--- config.mk ---
export PLATFORM = sky130hd
export DESIGN_NAME = thread_slot_round_robin_scheduler
export DESIGN_NICKNAME = d
export VERILOG_FILES = /design/src/rtl/tsrr_pkg.sv /design/src/rtl/thread_slot_round_robin_scheduler.sv
export SDC_FILE = /design/constraint.sdc
export NUM_CORES = 1
export LEC_CHECK = 0
export ABC_CLOCK_PERIOD_IN_PS = 16149
export BUFFER_PORTS_ARGS = -buffer_cell sky130_fd_sc_hd__buf_4
export CAP_MARGIN = 20
export CELL_PAD_IN_SITES_DETAIL_PLACEMENT = 0
export CELL_PAD_IN_SITES_GLOBAL_PLACEMENT = 1
export CORE_MARGIN = 3
export CORE_UTILIZATION = 58
export CTS_CLUSTER_DIAMETER = 60
export DETAILED_ROUTE_END_ITERATION = 10
export GPL_TIMING_DRIVEN = 1
export HOLD_SLACK_MARGIN = 0.12
export PLACE_DENSITY = 0.86
export RECOVER_POWER = 100
export SLEW_MARGIN = 20
export SYNTH_ARGS = -nofsm -noshare
export SYNTH_HDL_FRONTEND = slang
export SYNTH_SLANG_ARGS = --single-unit
--- constraint.sdc ---
create_clock -name clk_i -period 16.15 [get_ports clk_i]
set_clock_uncertainty 0.2 [all_clocks]
set_input_delay 0.8075 -clock clk_i [delete_from_list [all_inputs] [get_ports clk_i]]
set_output_delay 0.8075 -clock clk_i [all_outputs]
set_load 0.01 [all_outputs]
--- src/rtl/tsrr_pkg.sv ---
// Shared constants of the round-robin thread slot scheduler.
`default_nettype none

package tsrr_pkg;

  // Default sizes
  localparam int DefSlots   = 8;
  localparam int DefIdBits  = 16;
  localparam int DefPtrBits = 32;

  // Field widths fixed by the transfer format
  localparam int ActionBits = 2;
  localparam int StatusBits = 2;

  // Request codes carried in the slave-side tuser
  localparam logic [ActionBits-1:0] ActCreate = 2'd0;
  localparam logic [ActionBits-1:0] ActYield  = 2'd1;
  localparam logic [ActionBits-1:0] ActExit   = 2'd2;

  // Result status codes
  localparam logic [StatusBits-1:0] StatOk   = 2'd0;
  localparam logic [StatusBits-1:0] StatFull = 2'd1;
  localparam logic [StatusBits-1:0] StatIdle = 2'd2;

endpackage

`default_nettype wire

--- src/rtl/thread_slot_round_robin_scheduler.sv ---
// Round-robin thread slot scheduler: slot table in memories, scan and result stage.
// Sequence: create goes from input transfer to the result step; yield and exit go through
//   accept, save or free the running slot, pick and memory read, and result.
// Throughput: one request in flight; the next is taken as soon as the sequencer is back
//   in idle, while the previous result may still wait in the output register.
// Reset: all slots free, nothing running, id counter zero; the id and context memories
//   are not cleared, a slot valid bit per entry masks them.
`default_nettype none

module thread_slot_round_robin_scheduler #(
  parameter int SLOTS    = tsrr_pkg::DefSlots,
  parameter int ID_BITS  = tsrr_pkg::DefIdBits,
  parameter int PTR_BITS = tsrr_pkg::DefPtrBits,
  localparam int SlotBits = $clog2(SLOTS),
  localparam int InDataW  = ((PTR_BITS + 7) / 8) * 8,
  localparam int OutDataW =
    ((tsrr_pkg::StatusBits + SlotBits + ID_BITS + PTR_BITS + 7) / 8) * 8
) (
  input  wire logic                            clk_i,
  input  wire logic                            rst_ni,
  // Request stream
  input  wire logic                            s_axis_tvalid,
  output logic                                 s_axis_tready,
  input  wire logic [InDataW-1:0]              s_axis_tdata,  // context_req
  input  wire logic [tsrr_pkg::ActionBits-1:0] s_axis_tuser,  // action
  // Result stream
  output logic                                 m_axis_tvalid,
  input  wire logic                            m_axis_tready,
  output logic [OutDataW-1:0]                  m_axis_tdata   // status, slot, thread_id,
                                                              // next_context
);

  import tsrr_pkg::*;

  // Sequencer states
  localparam logic [2:0] StIdle = 3'd0;
  localparam logic [2:0] StExec = 3'd1;
  localparam logic [2:0] StSave = 3'd2;
  localparam logic [2:0] StPick = 3'd3;
  localparam logic [2:0] StResp = 3'd4;

  localparam logic [ID_BITS-1:0]  IdMax    = {ID_BITS{1'b1}};
  localparam logic [SlotBits-1:0] LastSlot = SlotBits'(SLOTS - 1);

  logic [2:0]            state_q, state_d;
  logic [ActionBits-1:0] act_q;
  logic [PTR_BITS-1:0]   ctx_q;
  logic                  run_valid_q, run_valid_d;
  logic [SlotBits-1:0]   run_idx_q, run_idx_d;
  logic [SLOTS-1:0]      slot_valid_q, slot_valid_d;
  logic [ID_BITS-1:0]    id_cnt_q, id_cnt_d;
  logic [SlotBits-1:0]   pick_q;
  logic                  found_q;
  logic                  out_valid_q, out_valid_d;
  logic [OutDataW-1:0]   out_data_q, out_data_d;

  logic                  in_xfer;
  logic                  out_free;
  logic                  free_found;
  logic [SlotBits-1:0]   free_idx;
  logic [ID_BITS-1:0]    id_next;
  logic [SlotBits-1:0]   rr_start;
  logic [2*SLOTS-1:0]    rr_rot;
  logic                  rr_found;
  logic [SlotBits-1:0]   rr_pos;
  logic [SlotBits:0]     rr_sum;
  logic [SlotBits-1:0]   rr_idx;

  // Memory ports
  logic [ID_BITS-1:0]    id_mem  [SLOTS];
  logic [PTR_BITS-1:0]   ctx_mem [SLOTS];
  logic                  id_we, ctx_we, mem_re;
  logic [SlotBits-1:0]   ctx_wa;
  logic [PTR_BITS-1:0]   ctx_wd;
  logic [ID_BITS-1:0]    id_rd_q;
  logic [PTR_BITS-1:0]   ctx_rd_q;

  assign s_axis_tready = (state_q == StIdle);
  assign in_xfer       = s_axis_tvalid && s_axis_tready;
  assign out_free      = !out_valid_q || m_axis_tready;
  assign m_axis_tvalid = out_valid_q;
  assign m_axis_tdata  = out_data_q;

  // Find the lowest free slot
  always_comb begin
    free_found = 1'b0;
    free_idx   = '0;
    for (int i = SLOTS - 1; i >= 0; i--) begin
      if (!slot_valid_q[i]) begin
        free_found = 1'b1;
        free_idx   = SlotBits'(i);
      end
    end
  end

  // Advance the id counter, skipping zero on wrap
  assign id_next = (id_cnt_q == IdMax) ? ID_BITS'(1) : id_cnt_q + ID_BITS'(1);

  // Round-robin search starting after the running slot
  always_comb begin
    if (!run_valid_q || run_idx_q == LastSlot) begin
      rr_start = '0;
    end else begin
      rr_start = run_idx_q + SlotBits'(1);
    end
    rr_rot   = {slot_valid_q, slot_valid_q} >> rr_start;
    rr_found = 1'b0;
    rr_pos   = '0;
    for (int i = SLOTS - 1; i >= 0; i--) begin
      if (rr_rot[i]) begin
        rr_found = 1'b1;
        rr_pos   = SlotBits'(i);
      end
    end
    rr_sum = {1'b0, rr_start} + {1'b0, rr_pos};
    if (rr_sum >= (SlotBits + 1)'(SLOTS)) begin
      rr_sum = rr_sum - (SlotBits + 1)'(SLOTS);
    end
    rr_idx = rr_sum[SlotBits-1:0];
  end

  // Sequencer and table updates
  always_comb begin
    state_d      = state_q;
    run_valid_d  = run_valid_q;
    run_idx_d    = run_idx_q;
    slot_valid_d = slot_valid_q;
    id_cnt_d     = id_cnt_q;
    out_valid_d  = out_valid_q && !m_axis_tready;
    out_data_d   = out_data_q;
    id_we        = 1'b0;
    ctx_we       = 1'b0;
    ctx_wa       = free_idx;
    ctx_wd       = ctx_q;
    mem_re       = 1'b0;

    unique case (state_q)
      StIdle: begin
        if (in_xfer) begin
          if (s_axis_tuser == ActCreate) begin
            state_d = StExec;
          end else if (s_axis_tuser == ActYield || s_axis_tuser == ActExit) begin
            state_d = StSave;
          end
        end
      end
      StExec: begin
        if (out_free) begin
          out_valid_d = 1'b1;
          state_d     = StIdle;
          if (free_found) begin
            id_we                  = 1'b1;
            ctx_we                 = 1'b1;
            slot_valid_d[free_idx] = 1'b1;
            id_cnt_d               = id_next;
            out_data_d = OutDataW'({{PTR_BITS{1'b0}}, id_next, free_idx, StatOk});
          end else begin
            out_data_d = OutDataW'({{PTR_BITS{1'b0}}, {ID_BITS{1'b0}},
                                    {SlotBits{1'b0}}, StatFull});
          end
        end
      end
      StSave: begin
        // Save the context on yield, free the slot on exit
        ctx_wa  = run_idx_q;
        state_d = StPick;
        if (run_valid_q) begin
          if (act_q == ActYield) begin
            ctx_we = 1'b1;
          end else begin
            slot_valid_d[run_idx_q] = 1'b0;
          end
        end
      end
      StPick: begin
        mem_re  = 1'b1;
        state_d = StResp;
      end
      StResp: begin
        if (out_free) begin
          out_valid_d = 1'b1;
          state_d     = StIdle;
          if (found_q) begin
            run_valid_d = 1'b1;
            run_idx_d   = pick_q;
            out_data_d  = OutDataW'({ctx_rd_q, id_rd_q, pick_q, StatOk});
          end else begin
            run_valid_d = 1'b0;
            run_idx_d   = '0;
            out_data_d  = OutDataW'({{PTR_BITS{1'b0}}, {ID_BITS{1'b0}},
                                     {SlotBits{1'b0}}, StatIdle});
          end
        end
      end
      default: begin
        state_d = StIdle;
      end
    endcase
  end

  // Control registers
  always_ff @(posedge clk_i or negedge rst_ni) begin
    if (!rst_ni) begin
      state_q      <= StIdle;
      run_valid_q  <= 1'b0;
      run_idx_q    <= '0;
      slot_valid_q <= '0;
      id_cnt_q     <= '0;
      out_valid_q  <= 1'b0;
    end else begin
      state_q      <= state_d;
      run_valid_q  <= run_valid_d;
      run_idx_q    <= run_idx_d;
      slot_valid_q <= slot_valid_d;
      id_cnt_q     <= id_cnt_d;
      out_valid_q  <= out_valid_d;
    end
  end

  // Payload registers
  always_ff @(posedge clk_i) begin
    if (in_xfer) begin
      act_q <= s_axis_tuser;
      ctx_q <= s_axis_tdata[PTR_BITS-1:0];
    end
    if (state_q == StPick) begin
      pick_q  <= rr_idx;
      found_q <= rr_found;
    end
    out_data_q <= out_data_d;
  end

  // Thread id memory
  always_ff @(posedge clk_i) begin
    if (id_we) begin
      id_mem[free_idx] <= id_next;
    end
    if (mem_re) begin
      id_rd_q <= id_mem[rr_idx];
    end
  end

  // Context memory
  always_ff @(posedge clk_i) begin
    if (ctx_we) begin
      ctx_mem[ctx_wa] <= ctx_wd;
    end
    if (mem_re) begin
      ctx_rd_q <= ctx_mem[rr_idx];
    end
  end

  // Between requests the running slot is always an occupied one
  assert property (@(posedge clk_i) disable iff (!rst_ni)
    (state_q == StIdle && run_valid_q) |-> slot_valid_q[run_idx_q])
    else $error("running slot is not occupied");

  // A good result always names a live thread, a failed one never does
  assert property (@(posedge clk_i) disable iff (!rst_ni)
    m_axis_tvalid |->
      ((m_axis_tdata[StatusBits-1:0] == StatOk) ==
       (m_axis_tdata[StatusBits+SlotBits+ID_BITS-1:StatusBits+SlotBits] != '0)))
    else $error("thread id does not match status");

  // The id counter never returns to zero once it has started
  assert property (@(posedge clk_i) disable iff (!rst_ni)
    (id_cnt_q != '0) |=> (id_cnt_q != '0))
    else $error("id counter wrapped to zero");

  // The table changes only while a request is being worked on
  assert property (@(posedge clk_i) disable iff (!rst_ni)
    (state_q == StIdle || state_q == StPick || state_q == StResp) |=>
      (slot_valid_q == $past(slot_valid_q)))
    else $error("slot table changed outside an update step");

endmodule

`default_nettype wire

* Word level (Yosys, flattened, before mapping)
Memories as Yosys holds them, arrays and structs flattened. A register that Yosys moved wholly into a read port is not among the register bits.
Index checks and enable logic that the tools add are counted.
Widths: inputs -> output; s select.
** Word-level totals
- Flip-flop bits (word level) :: 126
- RAM bits :: 384
- Input bits :: 38
- Output and inout port bits :: 58
- Word-level logic and storage cells :: 127
- Memories kept :: 2
** Memories
- ctx_mem :: words 8, width 32, read ports 1, clocked after memory_dff 1, wr ports 1, line thread_slot_round_robin_scheduler.sv:71 : logic [PTR_BITS-1:0] ctx_mem [SLOTS];
- id_mem :: words 8, width 16, read ports 1, clocked after memory_dff 1, wr ports 1, line thread_slot_round_robin_scheduler.sv:70 : logic [ID_BITS-1:0] id_mem [SLOTS];
** Operators by class
- Add/subtract/negate cells :: 4
- $lt $le $gt $ge :: 5
- Equality and inequality tests :: 17
- Shifts and indexed selects :: 1
- Muxes and demuxes :: 63
- Bitwise gates (word level) :: 3
- Reduce and logical (&&, ||, !) cells :: 21
** Operator list (number)
- $mux 56 :: 2
- $pmux 56 s2 :: 1
- $mux 3 :: 24
- $mux 53 :: 1
- $mux 8 :: 4
- $mux 1 :: 24
- $mux 21 :: 1
- $add 16x1->16 const B :: 1
- $eq 16x16->1 const B :: 1
- $mux 16 :: 1
- $pmux 8 s2 :: 1
- $shr 16x3->8 :: 1
- $pmux 3 s4 :: 1
- $ne 2x2->1 const B :: 5
- $reduce_and 3->1 :: 3
- $and 8x8->8 :: 1
- $lt 3x4->1 const B :: 2
- $not 8->8 :: 1
- $or 8x8->8 :: 1
- $reduce_or 7->1 :: 1
- $demux 1 s3 :: 2
- $eq 3x2->1 const B :: 2
- $eq 3x3->1 const B :: 2
- $ge 3x1->1 const B :: 2
- 19 further kinds :: 29

* Longest topological paths before layout
- Depth in word-level cells :: 16
- Mapped depth :: 18
- Depth with buffers taken out :: 15

* Worst setup path after synthesis
Ideal clock, no wire load.
- Kind :: flip-flop to flip-flop
- Start point :: register run_idx_q[0]
- End point :: register ctx_rd_q[22], read port of ctx_mem (data pin)
- Library setup time :: 260 ps
- Arrival time :: 4709 ps
- Data required time :: 15690 ps
- Slack :: 10981 ps
- Stages on the path, launching flop included :: 17
- Buffers on the path :: 4
- Clock period less this slack :: 5169 ps
- Path through :: dfrtp_1 -> ha_1 -> ha_1 -> or4b_1 -> buf_2 -> o221a_2 -> nor3b_1 -> o2bb2ai_1 -> a22oi_1 -> o21ai_0 -> a221oi_1 -> ha_1 -> clkbuf_1 -> buf_1 -> clkbuf_1 -> mux4_2 -> mux2_4
** Between the ends
- Cells in the longest elaborated chain, start to end :: 15
- Elaborated cells on any way between the ends :: 17
- Classes of those cells :: 3 x add/sub; 1 x order compare; 1 x eq/ne; 1 x shift; 10 x mux; 1 x reduce/logical
** Ends and longest elaborated chain
- from (decl) :: line thread_slot_round_robin_scheduler.sv:49 : logic [SlotBits-1:0] run_idx_q, run_idx_d;
- from (signal assigned) :: line thread_slot_round_robin_scheduler.sv:213 : run_idx_q <= run_idx_d;
- branches (longest 2 deep; another with $add 3x1->3)
- $mux 3 * :: line thread_slot_round_robin_scheduler.sv:101 : if (!run_valid_q || run_idx_q == LastSlot) begin
- $shr 16x3->8 :: line thread_slot_round_robin_scheduler.sv:106 : rr_rot = {slot_valid_q, slot_valid_q} >> rr_start;
- $mux 3 (8 in series) :: line thread_slot_round_robin_scheduler.sv:110 : if (rr_rot[i]) begin
- $add 3x3->4 * :: line thread_slot_round_robin_scheduler.sv:115 : rr_sum = {1'b0, rr_start} + {1'b0, rr_pos};
- $ge 4x4->1 / $sub 3x1->3 (equally long branches) :: line thread_slot_round_robin_scheduler.sv:116, thread_slot_round_robin_scheduler.sv:117
- $mux 3 * :: line thread_slot_round_robin_scheduler.sv:116 : if (rr_sum >= (SlotBits + 1)'(SLOTS)) begin
- net rr_sum[0] :: line thread_slot_round_robin_scheduler.sv:66 : logic [SlotBits:0] rr_sum;
- to (decl) :: line thread_slot_round_robin_scheduler.sv:76 : logic [PTR_BITS-1:0] ctx_rd_q;
Mark *: on every way through the listed nets, which the timed path passes.
A chain may end at the register's enable or synchronous reset.

* Worst setup path after layout
- Start point :: register run_idx_q[0]
- End point :: register ctx_rd_q[25], read port of ctx_mem (data pin)
The elaborated chain is that of the path after synthesis.

==> flow_metrics.py <==
metrics = {
    "setup_path": {
        "worst-path-max-fanout": 38,
        "timing.critical_path.mode_cell": "sky130_fd_sc_hd__ha_1",
        "setup.worst_path.start_class": "flop",
        "crit_path_cell_trace": "ha_1 > ha_1 > or4b_1 > o221a_2 > nor3b_1 > o2bb2ai_1 > a22oi_1 > o21ai_0 > a221oi_1 > ha_1 > buf_4 > clkbuf_1 > mux4_2 > mux2_1",
        "crit-reg2reg-launch": "run_idx_q[0]",
        "crit_path_top_delay_cell": "sky130_fd_sc_hd__clkbuf_1",
        "reg2reg_setup_slack_ps": 6590,
        "worstPathRequired_ps": 16270,
        "ff2ff_path_depth": 14,
        "path_delay_family": "buffers and inverters",
        "worst_r2r_endpoint": "ctx_rd_q[25]",
        "cpPeakStageDelay_ps": 2450,
        "setup.worst_path.end_class": "flop",
        "arrival_ps": 9680,
        "worst-path-buf-inv": 2,
        "critPathLaunch": "run_idx_q[0]",
        "criticalPathCategory": "reg2reg",
    },
    "die": {
        "coreArea_um2": 36600,
        "rows": 70,
        "initial_core_util_pct": 58.9,
        "top_level_i_o_count": 96,
        "chipHeight_um": 199,
        "design.die.area_um2": 39600,
        "die_w_um": 199,
    },
    "clocking": {
        "worst_skew_late_latency_ps": 580,
        "clock_root_buffer": "sky130_fd_sc_hd__clkbuf_16",
        "number_of_sinks_handled_by_clock_tree_synthesis": 555,
        "post-cts-setup-buffers": 0,
        "cts_buffer_depth": 3,
        "cts.clk_slew.worst_paths_ps": 70,
        "htreeDepth": 2,
        "tritoncts": "yes",
        "cts_inserted_buffers": 52,
        "number_of_gates_given_a_new_drive_strength_after_cts": 0,
    },
    "drt": {
        "wl_mm": 44.1,
        "drt_pre_antenna_iters": 6,
        "number_of_remaining_drc_errors": 0,
        "route.detailed.vias_per_inst": 6.24,
        "route.vias.total": 10700,
        "detail_route.wl_per_cell_um": 25.6,
        "dr.first_iter.drc_count": 1025,
        "postRouteAntennaNets": 0,
    },
    "yosys": {
        "yosys_most_used_dff": "sky130_fd_sc_hd__edfxtp_1",
        "netlist.area_leader.share_pct": 72.8,
        "synth_area_um2": 21600,
        "synth.largest_area_cell": "sky130_fd_sc_hd__edfxtp_1",
        "distinct_cell_type_count_of_the_synthesized_netlist": 60,
        "ys_warn_count": 0,
        "synth_async_sr_flop_share_pct": 5.77,
        "post_synth_inst_count": 1106,
        "synth-edff-count": 523,
        "synth_area_leaders": "sky130_fd_sc_hd__edfxtp_1 73%, sky130_fd_sc_hd__mux4_2 10%, sky130_fd_sc_hd__dfrtp_1 3.7%, sky130_fd_sc_hd__mux2_2 2.2%, sky130_fd_sc_hd__nand2_1 1.1%",
        "synthesis.area_per_instance_um2": 19.5,
        "ys_seq_elements": 555,
        "seq_area_frac_synth_pct": 76.5,
    },
    "placement": {
        "place.port_buffers": 92,
        "globalplace.congestion": 0.827,
        "hpwl_detailed_mm": 23.2,
    },
    "job": {
        "cap_violations": 25,
    },
    "timing": {
        "timing.slew.headroom_pct": -183,
        "unrepaired_setup_endpoints_after_global_routing": "no",
        "fmax_ghz": 0.105,
        "maxSlewViolCount": 804,
        "post-route-period-util_pct": 59.2,
        "timing_worst_slew_pin_value_ps": 4240,
        "final_period_minus_worst_setup_slack_ps": 9560,
        "report.final.hold_viol_count": 0,
        "setup-tns-final_ps": 0,
        "finalSetupViolations": 0,
    },
    "min_path": {
        "hold_class": "in2reg",
        "worstHoldPathCells": 1,
        "hold_path.startpoint": "s_axis_tdata[10]",
        "hold_path_end": "ctx_q[10]",
    },
    "grt": {
        "number_of_antenna_violations_at_the_first_check_in_global_routing": 2,
        "gr-usage-all-layers_pct": 22.9,
        "grt_max_degree": 68,
        "grt_overflow_total": 0,
        "first_global_vias": 11000,
        "wire_length_of_the_first_global_routing_pass_mm": 67.4,
    },
    "final_layout": {
        "layout_commonest_cell": "sky130_fd_sc_hd__edfxtp_1",
        "final_net_count": 1256,
        "fillCellCount": 2410,
        "antenna_cells_inserted": 0,
        "post_route_cells_drive_above_1_share_pct": 20.8,
        "regArea_um2": 16500,
        "syn_to_final_growth_pct": 12.3,
        "area_of_the_multi_input_gates_um2": 4800,
        "layout.cells.most_common_list": "523 x sky130_fd_sc_hd__edfxtp_1, 96 x sky130_fd_sc_hd__mux4_2, 94 x sky130_fd_sc_hd__clkbuf_1, 66 x sky130_fd_sc_hd__nand2_1, 53 x sky130_fd_sc_hd__clkbuf_16",
    },
    "outcome": {
        "status": "complete, but fails checks",
        "failed_checks": "max-capacitance violations, max-slew violations",
    },
}
==> per-stage QoR <==
stage | area (µm²) | util, % | std cells | hold slack, ps | setup WS [ps]
final | 24200 | 66.2 | 1721 | 223 | 6590
after global routing | 24200 | 66.2 | 1721 | 197 | 5570
after CTS | 24700 | 67.3 | 1721 | 172 | 9320
after global placement | 22900 | 62.5 | 1625 | 304 | 9470
after floorplan | 21600 | - | 1108 | 284 | 10980
after detailed placement | 22900 | 62.5 | 1625 | 313 | 9370
==> cell usage after synthesis, types with 12 or more instances <==
cell,n
sky130_fd_sc_hd__edfxtp_1,523
sky130_fd_sc_hd__mux4_2,96
sky130_fd_sc_hd__nand2_1,66
sky130_fd_sc_hd__clkbuf_1,54
sky130_fd_sc_hd__nor2_1,46
sky130_fd_sc_hd__mux2_2,42
sky130_fd_sc_hd__and3_1,35
sky130_fd_sc_hd__dfrtp_1,32
sky130_fd_sc_hd__o21ai_0,22
sky130_fd_sc_hd__xnor2_1,15
sky130_fd_sc_hd__a22o_1,13
sky130_fd_sc_hd__nand3_1,12
==> layer usage <==
metal / vias to the layer above / global-route usage (%) / routed length, µm / part of all wire, %
li1: 4651 / - / - / -
met1: 5546 / 33.3 / 17800 / 40
met2: 494 / 37.4 / 22100 / 50
met3: 54 / 3.90 / 3580 / 8.1
met4: 0 / 5.18 / 612 / 1.4
met5: - / 0 / 0 / 0
==> registers in the layout (all words and copies together) (netlist names), 2 cells and up <==
register      cells
slot_valid_q      8
id_rd_q          16
ctx_rd_q         32
m_axis_tdata     53
pick_q            3
ctx_mem         256
run_idx_q         3
act_q             2
ctx_q            32
id_cnt_q         16
id_mem          128
state_q           3
==> how the worst max path moves through the flow <==
stage | end | slack (ps) | cells past startpoint
after floorplan | ctx_rd_q[22] | 10980 | 16
after global placement | ctx_rd_q[25] | 9470 | 14
after detailed placement | ctx_rd_q[21] | 9370 | 14
after CTS | id_rd_q[14] | 9320 | 14
after global routing | ctx_rd_q[25] | 5570 | 14
final | ctx_rd_q[25] | 6590 | 14
==> area by class of cell <==
type / count / share of cell area, %
multi-input cells: 477 / 19.8
clock buffers: 63 / 5.63
flip-flops and latches: 555 / 68.1
well taps: 468 / 2.42
repair buffers: 115 / 2.27
inverters: 11 / 0.170
clock inverters: 32 / 1.61
==> repair_timing <==
action,4_1_cts,5_1_grt
setup endpoints to repair,0,0
hold endpoints to repair,32,0
hold buffers,1,0
==> kinds of logic after synthesis <==
logic type      after synthesis  synth area share, %
flops                       555                 76.5
buf+inv                      76                 1.47
xor+xnor                     23                0.968
simple gates                204                 4.60
compound gates               87                 2.89
fa+ha+maj                     6                0.383
mux                         154                 13.2
other cells                   1               0.0174
Power is left out: the tool's default activity adds up to more than one toggle a clock period on the data nets, which glitch-free logic cannot reach.
